**config.mk**
```make
export PLATFORM = sky130hd
export DESIGN_NAME = pwm_pulse_capture_filter_unit
export DESIGN_NICKNAME = d
export VERILOG_FILES = /design/src/sv/pwmcf_pkg.sv /design/src/sv/pwmcf_mac.sv /design/src/sv/pwm_pulse_capture_filter_unit.sv
export SDC_FILE = /design/constraint.sdc
export NUM_CORES = 2
export LEC_CHECK = 0
export BUFFER_PORTS_ARGS = -buffer_cell sky130_fd_sc_hd__buf_4
export CAP_MARGIN = 20
export CORE_UTILIZATION = 55
export CTS_CLUSTER_DIAMETER = 40
export DETAILED_ROUTE_END_ITERATION = 6
export HOLD_SLACK_MARGIN = 0.05
export PLACE_DENSITY = 0.7
export SYNTH_ARGS = -nofsm -noshare
export SYNTH_HDL_FRONTEND = slang
export SYNTH_SLANG_ARGS = --single-unit
```
**constraint.sdc**
```tcl
create_clock -name clk_i -period 15.17 [get_ports clk_i]
set_clock_uncertainty 0.2 [all_clocks]
set_input_delay 0 -clock clk_i [delete_from_list [all_inputs] [get_ports clk_i]]
set_output_delay 0 -clock clk_i [all_outputs]
set_load 0.02 [all_outputs]
```
**src/sv/pwmcf_pkg.sv**
```systemverilog
// ----------------------------------------------------------------------------
// pwmcf_pkg: shared types and constants of the PWM pulse capture filter
// Source codes, register map, reset values and the control word of the
// shared multiply-accumulate unit.
// ----------------------------------------------------------------------------
package pwmcf_pkg;

  // Event source codes
  localparam logic [3:0] SRC_SONAR     = 4'd8;
  localparam logic [3:0] SRC_IMU       = 4'd9;
  localparam logic [3:0] HOLD_CHANNEL  = 4'd6;
  localparam logic [3:0] FRAME_CHANNEL = 4'd5;
  localparam logic [3:0] STICK_GROUP   = 4'd4;

  // Register map (index = paddr[4:2])
  localparam int          PADDR_W          = 5;
  localparam int          REG_IDX_W        = 3;
  localparam logic [2:0]  REG_MIN_WIDTH    = 3'd0;
  localparam logic [2:0]  REG_MAX_WIDTH    = 3'd1;
  localparam logic [2:0]  REG_ALPHA_STICK  = 3'd2;
  localparam logic [2:0]  REG_ALPHA_KNOB   = 3'd3;
  localparam logic [2:0]  REG_HOLD_THRESH  = 3'd4;
  localparam logic [2:0]  REG_SONAR_MIN    = 3'd5;
  localparam logic [2:0]  REG_SONAR_MAX    = 3'd6;
  localparam logic [2:0]  REG_SONAR_OFFSET = 3'd7;

  // Register reset values
  localparam logic [15:0] RST_MIN_WIDTH    = 16'd900;
  localparam logic [15:0] RST_MAX_WIDTH    = 16'd2100;
  localparam logic [8:0]  RST_ALPHA        = 9'd128;
  localparam logic [15:0] RST_HOLD_THRESH  = 16'd1500;
  localparam logic [15:0] RST_SONAR_MIN    = 16'd100;
  localparam logic [15:0] RST_SONAR_MAX    = 16'd30000;
  localparam logic [15:0] RST_SONAR_OFFSET = 16'd0;

  // Q8 unity and the largest alpha that takes effect
  localparam logic [8:0]  Q8_ONE = 9'd256;

  // Datapath widths of the shared unit
  localparam int MUL_A_W = 34;
  localparam int MUL_B_W = 17;
  localparam int PROD_W  = MUL_A_W + MUL_B_W;
  localparam int ACC_W   = 58;
  localparam int FRAC_W  = 24;
  localparam int DIST_W  = ACC_W - FRAC_W;

  typedef enum logic [1:0] {
    ACC_HOLD    = 2'd0,
    ACC_LOAD    = 2'd1,
    ACC_LOAD_HI = 2'd2,
    ACC_ADD     = 2'd3
  } acc_op_e;

  typedef struct packed {
    logic                        mul_en;
    logic signed [MUL_A_W-1:0]   op_a;
    logic signed [MUL_B_W-1:0]   op_b;
    acc_op_e                     acc_op;
  } mac_ctrl_t;

endpackage

```
**src/sv/pwmcf_mac.sv**
```systemverilog
// ----------------------------------------------------------------------------
// pwmcf_mac: shared multiply-accumulate unit
// One signed multiplier with a registered product, followed by an
// accumulator that loads, loads shifted by 16, adds or holds.
// ----------------------------------------------------------------------------
module pwmcf_mac
  import pwmcf_pkg::*;
(
  input  logic                      clk_i,
  input  mac_ctrl_t                 ctrl_i,
  output logic signed [MUL_A_W-1:0] prod_lo_o,
  output logic signed [ACC_W-1:0]   acc_o
);

  logic signed [MUL_A_W-1:0] op_a;
  logic signed [MUL_B_W-1:0] op_b;
  logic signed [PROD_W-1:0]  prod_d, prod_q;
  logic signed [ACC_W-1:0]   prod_ext;
  logic signed [ACC_W-1:0]   acc_d, acc_q;

  // Form the product
  assign op_a   = ctrl_i.op_a;
  assign op_b   = ctrl_i.op_b;
  assign prod_d = op_a * op_b;

  assign prod_ext = {{(ACC_W - PROD_W){prod_q[PROD_W-1]}}, prod_q};

  // Accumulate the registered product
  always_comb begin
    case (ctrl_i.acc_op)
      ACC_LOAD:    acc_d = prod_ext;
      ACC_LOAD_HI: acc_d = prod_ext <<< 16;
      ACC_ADD:     acc_d = acc_q + prod_ext;
      default:     acc_d = acc_q;
    endcase
  end

  always_ff @(posedge clk_i) begin
    if (ctrl_i.mul_en) begin
      prod_q <= prod_d;
    end
    acc_q <= acc_d;
  end

  assign prod_lo_o = prod_q[MUL_A_W-1:0];
  assign acc_o     = acc_q;

endmodule

```
**src/sv/pwm_pulse_capture_filter_unit.sv**
```systemverilog
// ----------------------------------------------------------------------------
// pwm_pulse_capture_filter_unit: RC pulse width capture with EMA filtering
// A rising edge, IMU event or unknown source ends after the width step, a
// rejected pulse after the window check; an accepted receiver pulse runs on
// through MUL1, MUL2, ACC and UPD, a sonar echo also MUL3. One item at a time:
// no new beat until its result is registered. The sequencer steps all products
// through one shared multiplier and accumulator. Reset clears the capture state
// and loads register defaults at once; the block is ready right after reset.
// ----------------------------------------------------------------------------
module pwm_pulse_capture_filter_unit
  import pwmcf_pkg::*;
#(
  parameter int NUM_CHANNELS    = 8,
  parameter int SONAR_ALPHA_Q8  = 128,
  parameter int SONAR_SCALE_Q16 = 1130
) (
  input  logic                clk_i,
  input  logic                rst_ni,
  // configuration port
  input  logic                psel,
  input  logic                penable,
  input  logic                pwrite,
  input  logic [PADDR_W-1:0]  paddr,
  input  logic [31:0]         pwdata,
  output logic [31:0]         prdata,
  output logic                pready,
  // event input
  input  logic                in_valid_i,
  output logic                in_ready_o,
  input  logic [3:0]          source_i,
  input  logic                level_i,
  input  logic [31:0]         timestamp_i,
  // result output
  output logic                out_valid_o,
  input  logic                out_ready_i,
  output logic [3:0]          source_out_o,
  output logic                accepted_o,
  output logic                rejected_o,
  output logic signed [31:0]  value_o,
  output logic                hold_mode_o,
  output logic [31:0]         frame_count_o,
  output logic [31:0]         sonar_fails_o,
  output logic                imu_ready_o
);

  localparam int RS_DEPTH = NUM_CHANNELS + 1;
  localparam int RS_IDX_W = $clog2(RS_DEPTH);
  localparam int CV_IDX_W = (NUM_CHANNELS > 1) ? $clog2(NUM_CHANNELS) : 1;
  localparam logic [RS_IDX_W-1:0] SONAR_IDX = RS_IDX_W'(NUM_CHANNELS);
  localparam logic [4:0] NUM_CH_5 = 5'(NUM_CHANNELS);
  localparam logic signed [MUL_B_W-1:0] SONAR_KEEP  = MUL_B_W'(SONAR_ALPHA_Q8);
  localparam logic signed [MUL_B_W-1:0] SONAR_NEW   = MUL_B_W'(256 - SONAR_ALPHA_Q8);
  localparam logic signed [MUL_B_W-1:0] SONAR_SCALE = MUL_B_W'(SONAR_SCALE_Q16);

  typedef enum logic [7:0] {
    S_IDLE  = 8'b0000_0001,
    S_WIDTH = 8'b0000_0010,
    S_CHECK = 8'b0000_0100,
    S_MUL1  = 8'b0000_1000,
    S_MUL2  = 8'b0001_0000,
    S_MUL3  = 8'b0010_0000,
    S_ACC   = 8'b0100_0000,
    S_UPD   = 8'b1000_0000
  } state_e;

  // S_DONE shares no code with the others; kept as a separate flag state
  state_e state_q, state_d;
  logic   done_q, done_d;

  // configuration registers
  logic [15:0] min_width_q, max_width_q, hold_thresh_q;
  logic [15:0] sonar_min_q, sonar_max_q, sonar_offset_q;
  logic [8:0]  alpha_stick_q, alpha_knob_q;

  // block state
  logic [31:0]        rise_stamp_q [RS_DEPTH];
  logic [15:0]        channel_value_q [NUM_CHANNELS];
  logic signed [31:0] distance_q;
  logic               hold_q;
  logic [31:0]        frames_q, fails_q;

  // item registers
  logic [3:0]              src_q;
  logic                    level_q;
  logic [31:0]             ts_q;
  logic [RS_IDX_W-1:0]     rs_idx_q;
  logic                    is_chan_q, is_sonar_q, is_imu_q;
  logic                    acc_flag_q, rej_flag_q;
  logic [31:0]             w_q;
  logic signed [16:0]      diff_q;

  // result register
  logic                    out_valid_q;
  logic [3:0]              out_src_q;
  logic                    out_acc_q, out_rej_q, out_hold_q, out_imu_q;
  logic signed [31:0]      out_value_q;
  logic [31:0]             out_frames_q, out_fails_q;

  logic                    in_beat, cfg_wr, out_load;
  logic                    is_chan_in, is_sonar_in, is_imu_in;
  logic [CV_IDX_W-1:0]     cv_idx;
  logic [8:0]              alpha_raw, alpha_c;
  logic [15:0]             lo_lim, hi_lim;
  logic                    in_window;
  logic [15:0]             new_value;
  logic signed [DIST_W-1:0] dist_full;
  logic signed [31:0]      dist_sat;
  logic signed [31:0]      value_sel;
  mac_ctrl_t               mac_ctrl;
  logic signed [MUL_A_W-1:0] prod_lo;
  logic signed [ACC_W-1:0] acc;

  // Handshakes
  assign in_ready_o = (state_q == S_IDLE) && !done_q;
  assign in_beat    = in_valid_i && in_ready_o;
  assign cfg_wr     = psel && penable && pwrite && pready;
  assign pready     = 1'b1;
  assign out_load   = done_q && (!out_valid_q || out_ready_i);

  // Classify the incoming source
  assign is_imu_in   = (source_i == SRC_IMU);
  assign is_sonar_in = (source_i == SRC_SONAR);
  assign is_chan_in  = ({1'b0, source_i} < NUM_CH_5) && !is_imu_in && !is_sonar_in;

  assign cv_idx = CV_IDX_W'(src_q);

  // Pick and clamp the group alpha
  assign alpha_raw = (src_q < STICK_GROUP) ? alpha_stick_q : alpha_knob_q;
  assign alpha_c   = (alpha_raw > Q8_ONE) ? Q8_ONE : alpha_raw;

  // Exclusive width window
  assign lo_lim    = is_sonar_q ? sonar_min_q : min_width_q;
  assign hi_lim    = is_sonar_q ? sonar_max_q : max_width_q;
  assign in_window = (w_q > {16'd0, lo_lim}) && (w_q < {16'd0, hi_lim});

  // Filter results from the accumulator
  assign new_value = acc[FRAC_W-1:8];
  assign dist_full = acc[ACC_W-1:FRAC_W];
  always_comb begin
    if (dist_full[DIST_W-1:31] == '0 || dist_full[DIST_W-1:31] == '1) begin
      dist_sat = dist_full[31:0];
    end else if (dist_full[DIST_W-1]) begin
      dist_sat = 32'sh8000_0000;
    end else begin
      dist_sat = 32'sh7FFF_FFFF;
    end
  end

  // Drive the shared unit from the sequencer
  always_comb begin
    mac_ctrl        = '0;
    mac_ctrl.acc_op = ACC_HOLD;
    case (state_q)
      S_MUL1: begin
        mac_ctrl.mul_en = 1'b1;
        if (is_sonar_q) begin
          mac_ctrl.op_a = {{(MUL_A_W - 32){distance_q[31]}}, distance_q};
          mac_ctrl.op_b = SONAR_KEEP;
        end else begin
          mac_ctrl.op_a = {{(MUL_A_W - 16){1'b0}}, channel_value_q[cv_idx]};
          mac_ctrl.op_b = {{(MUL_B_W - 9){1'b0}}, alpha_c};
        end
      end
      S_MUL2: begin
        mac_ctrl.mul_en = 1'b1;
        if (is_sonar_q) begin
          mac_ctrl.acc_op = ACC_LOAD_HI;
          mac_ctrl.op_a   = {{(MUL_A_W - 17){diff_q[16]}}, diff_q};
          mac_ctrl.op_b   = SONAR_SCALE;
        end else begin
          mac_ctrl.acc_op = ACC_LOAD;
          mac_ctrl.op_a   = {{(MUL_A_W - 16){1'b0}}, w_q[15:0]};
          mac_ctrl.op_b   = {{(MUL_B_W - 9){1'b0}}, Q8_ONE - alpha_c};
        end
      end
      S_MUL3: begin
        mac_ctrl.mul_en = 1'b1;
        mac_ctrl.op_a   = prod_lo;
        mac_ctrl.op_b   = SONAR_NEW;
      end
      S_ACC: begin
        mac_ctrl.acc_op = ACC_ADD;
      end
      default: begin
        mac_ctrl.acc_op = ACC_HOLD;
      end
    endcase
  end

  pwmcf_mac u_mac (
    .clk_i     (clk_i),
    .ctrl_i    (mac_ctrl),
    .prod_lo_o (prod_lo),
    .acc_o     (acc)
  );

  // Advance the sequencer
  always_comb begin
    state_d = state_q;
    done_d  = done_q;
    if (done_q) begin
      if (out_load) begin
        done_d = 1'b0;
      end
    end else begin
      case (state_q)
        S_IDLE: begin
          if (in_beat) begin
            state_d = S_WIDTH;
          end
        end
        S_WIDTH: begin
          if ((is_chan_q || is_sonar_q) && !level_q) begin
            state_d = S_CHECK;
          end else begin
            state_d = S_IDLE;
            done_d  = 1'b1;
          end
        end
        S_CHECK: begin
          if (in_window) begin
            state_d = S_MUL1;
          end else begin
            state_d = S_IDLE;
            done_d  = 1'b1;
          end
        end
        S_MUL1:  state_d = S_MUL2;
        S_MUL2:  state_d = is_sonar_q ? S_MUL3 : S_ACC;
        S_MUL3:  state_d = S_ACC;
        S_ACC:   state_d = S_UPD;
        S_UPD: begin
          state_d = S_IDLE;
          done_d  = 1'b1;
        end
        default: state_d = S_IDLE;
      endcase
    end
  end

  always_ff @(posedge clk_i or negedge rst_ni) begin
    if (!rst_ni) begin
      state_q <= S_IDLE;
      done_q  <= 1'b0;
    end else begin
      state_q <= state_d;
      done_q  <= done_d;
    end
  end

  // Latch the input beat, then the pulse width and the offset sonar width
  always_ff @(posedge clk_i) begin
    if (in_beat) begin
      src_q    <= source_i;
      level_q  <= level_i;
      ts_q     <= timestamp_i;
      rs_idx_q <= is_sonar_in ? SONAR_IDX : RS_IDX_W'(source_i);
    end
    if (state_q == S_WIDTH) begin
      w_q <= ts_q - rise_stamp_q[rs_idx_q];
    end
    if (state_q == S_CHECK) begin
      diff_q <= $signed({1'b0, w_q[15:0]}) - $signed({1'b0, sonar_offset_q});
    end
  end

  // Update block state and item flags
  always_ff @(posedge clk_i or negedge rst_ni) begin
    if (!rst_ni) begin
      for (int i = 0; i < RS_DEPTH; i++) begin
        rise_stamp_q[i] <= '0;
      end
      for (int i = 0; i < NUM_CHANNELS; i++) begin
        channel_value_q[i] <= '0;
      end
      distance_q <= '0;
      hold_q     <= 1'b0;
      frames_q   <= '0;
      fails_q    <= '0;
      is_chan_q  <= 1'b0;
      is_sonar_q <= 1'b0;
      is_imu_q   <= 1'b0;
      acc_flag_q <= 1'b0;
      rej_flag_q <= 1'b0;
    end else begin
      if (in_beat) begin
        is_chan_q  <= is_chan_in;
        is_sonar_q <= is_sonar_in;
        is_imu_q   <= is_imu_in;
        acc_flag_q <= 1'b0;
        rej_flag_q <= 1'b0;
      end
      if (state_q == S_WIDTH && (is_chan_q || is_sonar_q) && level_q) begin
        rise_stamp_q[rs_idx_q] <= ts_q;
      end
      if (state_q == S_CHECK) begin
        if (in_window) begin
          acc_flag_q <= 1'b1;
        end else begin
          rej_flag_q <= 1'b1;
          if (is_sonar_q) begin
            fails_q <= fails_q + 32'd1;
          end
        end
      end
      if (state_q == S_UPD) begin
        if (is_sonar_q) begin
          distance_q <= dist_sat;
        end else begin
          channel_value_q[cv_idx] <= new_value;
          if (src_q == HOLD_CHANNEL) begin
            hold_q <= (new_value > hold_thresh_q);
          end
          if (src_q == FRAME_CHANNEL) begin
            frames_q <= frames_q + 32'd1;
          end
        end
      end
    end
  end

  // Select the value reported with the result
  always_comb begin
    if (is_sonar_q) begin
      value_sel = distance_q;
    end else if (is_chan_q) begin
      value_sel = $signed({16'd0, channel_value_q[cv_idx]});
    end else begin
      value_sel = '0;
    end
  end

  // Hold the result beat until taken
  always_ff @(posedge clk_i or negedge rst_ni) begin
    if (!rst_ni) begin
      out_valid_q <= 1'b0;
    end else if (out_load) begin
      out_valid_q <= 1'b1;
    end else if (out_ready_i) begin
      out_valid_q <= 1'b0;
    end
  end

  always_ff @(posedge clk_i) begin
    if (out_load) begin
      out_src_q    <= src_q;
      out_acc_q    <= acc_flag_q;
      out_rej_q    <= rej_flag_q;
      out_value_q  <= value_sel;
      out_hold_q   <= hold_q;
      out_frames_q <= frames_q;
      out_fails_q  <= fails_q;
      out_imu_q    <= is_imu_q;
    end
  end

  assign out_valid_o   = out_valid_q;
  assign source_out_o  = out_src_q;
  assign accepted_o    = out_acc_q;
  assign rejected_o    = out_rej_q;
  assign value_o       = out_value_q;
  assign hold_mode_o   = out_hold_q;
  assign frame_count_o = out_frames_q;
  assign sonar_fails_o = out_fails_q;
  assign imu_ready_o   = out_imu_q;

  // Write configuration registers
  always_ff @(posedge clk_i or negedge rst_ni) begin
    if (!rst_ni) begin
      min_width_q    <= RST_MIN_WIDTH;
      max_width_q    <= RST_MAX_WIDTH;
      alpha_stick_q  <= RST_ALPHA;
      alpha_knob_q   <= RST_ALPHA;
      hold_thresh_q  <= RST_HOLD_THRESH;
      sonar_min_q    <= RST_SONAR_MIN;
      sonar_max_q    <= RST_SONAR_MAX;
      sonar_offset_q <= RST_SONAR_OFFSET;
    end else if (cfg_wr) begin
      case (paddr[PADDR_W-1:2])
        REG_MIN_WIDTH:    min_width_q    <= pwdata[15:0];
        REG_MAX_WIDTH:    max_width_q    <= pwdata[15:0];
        REG_ALPHA_STICK:  alpha_stick_q  <= pwdata[8:0];
        REG_ALPHA_KNOB:   alpha_knob_q   <= pwdata[8:0];
        REG_HOLD_THRESH:  hold_thresh_q  <= pwdata[15:0];
        REG_SONAR_MIN:    sonar_min_q    <= pwdata[15:0];
        REG_SONAR_MAX:    sonar_max_q    <= pwdata[15:0];
        REG_SONAR_OFFSET: sonar_offset_q <= pwdata[15:0];
        default: begin
        end
      endcase
    end
  end

  // Read back configuration registers
  always_comb begin
    case (paddr[PADDR_W-1:2])
      REG_MIN_WIDTH:    prdata = {16'd0, min_width_q};
      REG_MAX_WIDTH:    prdata = {16'd0, max_width_q};
      REG_ALPHA_STICK:  prdata = {23'd0, alpha_stick_q};
      REG_ALPHA_KNOB:   prdata = {23'd0, alpha_knob_q};
      REG_HOLD_THRESH:  prdata = {16'd0, hold_thresh_q};
      REG_SONAR_MIN:    prdata = {16'd0, sonar_min_q};
      REG_SONAR_MAX:    prdata = {16'd0, sonar_max_q};
      REG_SONAR_OFFSET: prdata = {16'd0, sonar_offset_q};
      default:          prdata = '0;
    endcase
  end

  // Checks
  a_acc_rej_excl: assert property (@(posedge clk_i) disable iff (!rst_ni)
    out_valid_o |-> !(accepted_o && rejected_o))
    else $error("result beat both accepted and rejected");

  a_imu_result: assert property (@(posedge clk_i) disable iff (!rst_ni)
    (out_valid_o && imu_ready_o) |-> (value_o == 0 && !accepted_o && !rejected_o))
    else $error("IMU result carries a value or a window verdict");

  a_one_item: assert property (@(posedge clk_i) disable iff (!rst_ni)
    in_beat |=> !in_ready_o)
    else $error("second beat taken while an item is in flight");

  a_fail_count: assert property (@(posedge clk_i) disable iff (!rst_ni)
    (fails_q != $past(fails_q)) |->
      ($past(state_q) == S_CHECK && $past(is_sonar_q) && $past(!in_window)))
    else $error("sonar failure count moved outside a rejected echo");

  a_chan_range: assert property (@(posedge clk_i) disable iff (!rst_ni)
    (state_q == S_UPD && !is_sonar_q) |-> (acc[ACC_W-1:FRAC_W] == '0))
    else $error("channel filter result exceeds 16 bits");

endmodule

```
Yosys cells after proc, flatten, opt, wreduce, memory -nomap -nowiden
Cells that the tools add are included.
Widths: inputs -> output; s select.
{"block": "totals", "out_inout_bits": 139, "word_cells": 182, "register_bits": 945, "in_bits": 81}
{"block": "op_classes", "multipliers": 1, "n_bitwise": 5, "order_cmp": 10, "eq_ne": 24, "n_mux": 44, "reduce_logical": 39, "add_sub_neg": 6}
{"cell": "$bwmux 288", "n": 1}
{"cell": "$pmux 32 s8", "n": 1}
{"cell": "$mux 32", "n": 6}
{"cell": "$pmux 58 s3", "n": 1}
{"cell": "$pmux 52 s3", "n": 1}
{"cell": "$bmux 32 s4", "n": 1}
{"cell": "$bwmux 128", "n": 1}
{"cell": "$demux 32 s4", "n": 1}
{"cell": "$mux 16", "n": 6}
{"cell": "$add 32x1->32 const B", "n": 2}
{"cell": "$add 58x51->58", "n": 1}
{"cell": "$pmux 8 s7", "n": 1}
{"cell": "$mux 53", "n": 1}
{"cell": "$mul 34x17->51", "n": 1}
{"cell": "$mux 51", "n": 1}
{"cell": "$bmux 16 s3", "n": 1}
{"cell": "$demux 16 s3", "n": 1}
{"cell": "$gt 32x16->1", "n": 1}
{"cell": "$lt 32x16->1", "n": 1}
{"cell": "$sub 32x32->32", "n": 1}
{"cell": "$reduce_and 2->1", "n": 11}
{"cell": "$mux 9", "n": 2}
{"cell": "$sub 16x16->17", "n": 1}
{"cell": "$gt 16x16->1", "n": 1}
{"cell": "other kinds (41)", "n": 83}

Longest topological paths before layout
{"block": "logic_depth", "depth_word": 9, "ltp_mapped": 37, "mapped_depth_nobuf": 35}

Cells and area by module
A second synthesis with hierarchy kept.
{"block": "unflattened", "cells_unflattened": 6034, "hier_area_um2": 66963.0}
{"module": "pwm_pulse_capture_filter_unit", "cells_per_inst": 3061, "seq_area_each_um2": 21926.0, "area_each_um2": 39620.5, "instances": 1}
{"module": "pwmcf_mac", "cells_per_inst": 2973, "seq_area_each_um2": 3273.1, "area_each_um2": 27342.5, "instances": 1}

Worst setup path before layout
OpenSTA, ideal clock, no wires.
{"block": "synth_path", "kind": "reg2reg", "start": "reg alpha_knob_q[6]", "end": "reg u_mac.prod_q[47], data pin", "t_required_ns": 14.704, "path_slack_ns": 6.398, "synth_period_minus_slack_ns": 8.772, "n_path_buf": 2, "path_stages_with_launch": 33, "setup_time_ns": 0.266, "arrival_time_ns": 8.307, "path_cell_list": "dfrtp_1 > or4_1 > or4_1 > a21oi_1 > nor2_1 > buf_2 > a21o_1 > ha_1 > mux2_2 > o22ai_1 > nand2_1 > a21oi_2 > buf_4 > nor2_1 > fa_1 > inv_1 > fa_1 > fa_1 > inv_1 > ha_1 > fa_1 > fa_1 > ha_1 > a21oi_1 > o21ai_0 > a2111oi_0 > o211ai_1 > o211ai_1 > o21ai_1 > a221o_1 > a221oi_2 > o221ai_1 > xor2_1"}
{"block": "synth_between", "elab_chain_len": 7, "elab_cells_between_ends": 8, "classes_between": "add/sub: 1; mul: 1; order compare: 1; mux: 5"}
{"item": "from (decl)", "line_no": "pwm_pulse_capture_filter_unit.sv:73", "source": "logic [8:0] alpha_stick_q, alpha_knob_q;"}
{"item": "from (signal assigned)", "line_no": "pwm_pulse_capture_filter_unit.sv:383", "source": "REG_ALPHA_KNOB: alpha_knob_q <= pwdata[8:0];"}
{"item": "$mux 9 *", "line_no": "pwm_pulse_capture_filter_unit.sv:128", "source": "assign alpha_raw = (src_q < STICK_GROUP) ? alpha_stick_q : alpha_knob_q;"}
{"item": "$gt 9x9->1", "line_no": "pwm_pulse_capture_filter_unit.sv:129", "source": "assign alpha_c = (alpha_raw > Q8_ONE) ? Q8_ONE : alpha_raw;"}
{"item": "$mux 9 *", "line_no": "pwm_pulse_capture_filter_unit.sv:129"}
{"item": "$sub 9x9->9", "line_no": "pwm_pulse_capture_filter_unit.sv:173", "source": "mac_ctrl.op_b = {{(MUL_B_W - 9){1'b0}}, Q8_ONE - alpha_c};"}
{"item": "$mux 53", "line_no": "pwm_pulse_capture_filter_unit.sv:166", "source": "if (is_sonar_q) begin"}
{"item": "$pmux 52 s3 *", "line_no": "pwm_pulse_capture_filter_unit.sv:153", "source": "case (state_q)"}
{"item": "$mul 34x17->51 *", "line_no": "pwmcf_mac.sv:24", "source": "assign prod_d = op_a * op_b;"}
{"item": "net u_mac.prod_d[47]", "line_no": "pwmcf_mac.sv:17", "source": "logic signed [PROD_W-1:0] prod_d, prod_q;"}
{"item": "to (signal assigned)", "line_no": "pwmcf_mac.sv:40", "source": "prod_q <= prod_d;"}
{"item": "to (decl)", "line_no": "pwmcf_mac.sv:17"}
Mark *: on every way through the listed nets, which the timed path passes. The rest lies on a longest branch.
A chain may end at the register's enable or synchronous reset.

Worst setup path after layout
{"block": "layout_path", "start": "reg src_q[2]", "end": "reg u_mac.prod_q[45], data pin"}
{"block": "layout_between", "elab_chain_len": 8, "elab_cells_between_ends": 13, "classes_between": "add/sub: 1; mul: 1; order compare: 2; mux: 8; bitwise: 1"}
{"item": "from (decl)", "line_no": "pwm_pulse_capture_filter_unit.sv:83", "source": "logic [3:0] src_q;"}
{"item": "from (signal assigned)", "line_no": "pwm_pulse_capture_filter_unit.sv:254", "source": "src_q <= source_i;"}
{"item": "$lt 4x3->1", "line_no": "pwm_pulse_capture_filter_unit.sv:128"}
{"item": "$mux 9", "line_no": "pwm_pulse_capture_filter_unit.sv:128"}
{"item": "$gt 9x9->1", "line_no": "pwm_pulse_capture_filter_unit.sv:129"}
{"item": "$mux 9", "line_no": "pwm_pulse_capture_filter_unit.sv:129"}
{"item": "$sub 9x9->9", "line_no": "pwm_pulse_capture_filter_unit.sv:173"}
{"item": "$mux 53", "line_no": "pwm_pulse_capture_filter_unit.sv:166"}
{"item": "$pmux 52 s3 *", "line_no": "pwm_pulse_capture_filter_unit.sv:153"}
{"item": "$mul 34x17->51 *", "line_no": "pwmcf_mac.sv:24"}
{"item": "net u_mac.prod_d[45]", "line_no": "pwmcf_mac.sv:17"}
Mark *: on every way through the listed nets, which the timed path passes. The rest lies on a longest branch. The select of a mux whose other input is x is not followed.

==> key figures <==
Clock network
  • Number of setup buffers added after CTS: 0
  • Clock Tree Buf Depth: 3
  • Clk slew on worst S/H paths: 60 ps
  • Resized cells post-CTS: 0
  • Total CTS buffers: 121
  • Clk root buf: clkbuf_16
  • Post-CTS Hold Buffers: 129
  • Sinks on Clock Net: 945
  • # H-tree levels: 3
  • CTS tree: built
  • Worst-Skew Late Latency: 750 ps

Layout
  • Register area: 25200 um^2
  • P&R area growth vs syn: 14.89%
  • Fin nets: 6436
  • Layout fillers: 8345
  • Final instance area: 68680 um^2
  • Layout cell share with drive strength beyond 1: 19.37%
  • Area of the multi-input gates: 31770 um^2

Critical path
  • CP max stage delay: 830 ps
  • R2R cell count: 30
  • Critical Path AT: 11380 ps
  • Data required, critical path: 15450 ps
  • Highest fanout seen on the critical path: 52
  • Reg2reg setup slack: 4060 ps
  • Reg2reg start: src_q[2]
  • Crit path kind: reg2reg
  • Reg2Reg Capture Point: u_mac.prod_q[45]
  • Crit path launch type: flop
  • Most used cell, CP: fa_1
  • Slowest-stage cell, CP: nor2_1
  • Critical path endpoint category: flop

Yosys
  • Netlist cell types: 91
  • Top cell type by total area after synthesis: dfrtp_1
  • #FFs+latches synth: 945
  • YS warnings: 0
  • Top cell type's share of synthesized area: 25.70%
  • Asr flop ratio synth: 67.94%
  • Dominant synthesized flop cell: dfrtp_1
  • Post-Synthesis Cells: 5370
  • Number of synthesized flops with an enable pin: 303
  • Average size of a mapped cell: 11.13 um^2
  • Seq/Total Area, Yosys: 42.16%
  • Synth area leaders: dfrtp_1 26%, edfxtp_1 15%, fa_1 10%
  • Mapped cell area: 59780 um^2

Timing
  • Final period util: 73.21%
  • Fmax: 90.04 MHz
  • # setup viols final: 0
  • Setup TNS: 0 ps
  • Min Tclk post-route: 11110 ps
  • Post-route setup slack: 4064 ps
  • RSZ-0062 raised after global routing: false
  • Pins over their slew limit: 0
  • Slew headroom: 23.32%
  • Fin. Hold Viols: 0
  • Worst-Margin Slew: 1146 ps

GRT
  • All-layer global routing usage: 28.70%
  • Largest net degree at the start of global routing: 175
  • GR Overflow Total: 0
  • Vias in the first global route: 42727
  • Global-route wire length before repair: 246.0 mm
  • Initial antenna violation count: 6

Detailed routing
  • DRC errors left: 0
  • Detailed Routing Iterations Pass 1: 5
  • Final WL: 155.9 mm
  • Initial DRC Count: 3344
  • Vias: 42394
  • Post-DRT Antenna Nets: 0
  • WL per Instance: 21.54 um
  • Via density per instance: 5.856

Power
  • Switching power of the nets: 2.633 mW
  • Max rail drop VDD: 0.0001080 V
  • Net Sw Frac: 31.56%
  • Power Density: 121.5 nW/um^2
  • P_leak: 32.43 nW
  • Part of the power in combinational logic: 24.9%
  • Clock power share: 36.4%
  • Sequential fraction of design power: 38.8%
  • Internal cell power: 5.711 mW

Hold path
  • Hold EP: is_sonar_q
  • HP Start: source_i[3]
  • Worst Hold Class: in2reg
  • Worst Hold Depth: 4

Job
  • Number of max-cap violations: 0

Status
  • Outcome: complete, no violations

Floorplanning
  • Die area: 110000 um^2
  • # rows: 120
  • Die X: 331.7 um
  • Starting Density: 55.68%
  • CORE AREA: 107400 um^2
  • Die Y: 331.7 um
  • I/O pin cnt: 220

Place
  • Post-place instance area: 62860 um^2
  • HPWL Detailed: 110.1 mm
  • Placement Setup Slack: 4303 ps
  • GP Congestion: 0.9396
  • I/O Buffers: 184
[registers in the layout, summed over array words and instances (netlist names), 17 cells and up]
signal / cells
diff_q: 17
value_o: 32
u_mac.acc_o: 58
channel_value_q: 128
frames_q: 32
ts_q: 32
sonar_fails_o: 32
u_mac.prod_q: 51
frame_count_o: 32
fails_q: 32
w_q: 32
distance_q: 32
rise_stamp_q: 288
[cell usage after synthesis (28+ instances only)]
master      n
a21o_1     92
and2_1     46
mux2i_1   106
ha_1      332
o21ai_0   271
buf_1      33
mux2_2    501
dfrtp_1   614
nor2_1    292
and3_1     40
inv_1     597
a22o_1     35
nand3_1    87
xnor2_1   137
xor2_1     57
o21a_1     28
nor3_1     34
dfstp_2    28
nand4_1    42
a21oi_1   225
clkbuf_1  184
nor2b_1    37
a31oi_1    46
nand2_1   470
mux4_2     74
edfxtp_1  303
fa_1      298
[cells in the final DEF (no fill, tap or decap), types with 128 or more instances in the layout]
| cell type | count |
|---|---|
| a21oi_1 | 225 |
| buf_4 | 246 |
| dfrtp_1 | 613 |
| dlygate4sd3_1 | 128 |
| edfxtp_1 | 303 |
| fa_1 | 298 |
| ha_1 | 332 |
| inv_1 | 596 |
| mux2_2 | 501 |
| nand2_1 | 462 |
| nor2_1 | 290 |
| o21ai_0 | 271 |
| xnor2_1 | 137 |
[critical path, delay by kind of cell, from the launching register on]
kind	cells	cell delay (ps)
AO/OA/AOI/OAI	12	3890
adder cells (fa/ha/maj)	8	3530
AND/OR/NAND/NOR	4	1720
multiplexers	2	650
buffers and inverters	3	400
flip-flops	1	350
XOR/XNOR	1	90
[how the worst max path moves through the flow]
stage / start / to / slack [ps] / cells after the start
after global routing: src_q[2] / u_mac.prod_q[47] / 3540 / 30
after global placement: src_q[2] / u_mac.prod_q[45] / 4370 / 30
after CTS: src_q[2] / u_mac.prod_q[45] / 4210 / 30
after detailed placement: src_q[2] / u_mac.prod_q[45] / 4300 / 30
after floorplan: alpha_knob_q[6] / u_mac.prod_q[47] / 6400 / 32
final: src_q[2] / u_mac.prod_q[45] / 4060 / 30
[per-layer routing]
| layer | vias to the layer above | share of wire (%) | GRT usage (%) |
|---|---|---|---|
| met3 | 292 | 6.9 | 4.916 |
| met2 | 1392 | 47 | 46.01 |
| met5 | - | 0.035 | 0 |
| li1 | 19280 | - | - |
| met1 | 21422 | 43 | 40.09 |
| met4 | 8 | 3.1 | 8.639 |
[cells by family (layout without fill, tap and decap cells)]
| group | after synthesis | after routing | synth area share (%) |
|---|---|---|---|
| and+or+nand+nor | 1153 | 1153 | 8.875 |
| DFF | 945 | 945 | 42.16 |
| AOI/OAI and AO/OA | 916 | 916 | 9.702 |
| buffers and inverters | 849 | 1216 | 5.482 |
| muxes | 681 | 681 | 14.00 |
| adders and majority gates | 630 | 630 | 16.93 |
| xor gates and xnor gates | 194 | 194 | 2.842 |
| other | 2 | 101 | 0.01256 |
[final cells by class]
| class | count | area share [%] |
|---|---|---|
| Clock inverter | 81 | 1.541 |
| Multi-Input combinational cell | 3673 | 46.26 |
| Clock buffer | 151 | 4.824 |
| Tap cell | 1403 | 2.556 |
| Sequential cell | 945 | 36.70 |
| Antenna cell | 2 | 0.007288 |
| Inverter | 598 | 3.268 |
| Timing Repair Buffer | 386 | 4.846 |
[metrics by stage]
| step | power [mW] | cells | utilization (%) | hold slack, ps |
|---|---|---|---|---|
| after global placement | 5.242 | 6867 | 58.55 | -46.40 |
| final | 8.345 | 7239 | 63.97 | 114.3 |
| after CTS | 8.366 | 7230 | 63.85 | 52.23 |
| after floorplan | 4.649 | 5467 | - | -495.6 |
| after global routing | 8.732 | 7237 | 63.97 | 100.1 |
| after detailed placement | 5.292 | 6869 | 58.56 | -47.02 |
[power groups by stage]
stage	clock network, mW	registers [mW]	logic (mW)
2_1_floorplan	0	3.25	1.40
4_1_cts	3.07	3.23	2.06
5_1_grt	3.18	3.27	2.28
3_3_place_gp	0	3.26	1.98
3_5_place_dp	0	3.27	2.02
6_report	3.04	3.23	2.07
(Power assumes the default switching activity.)
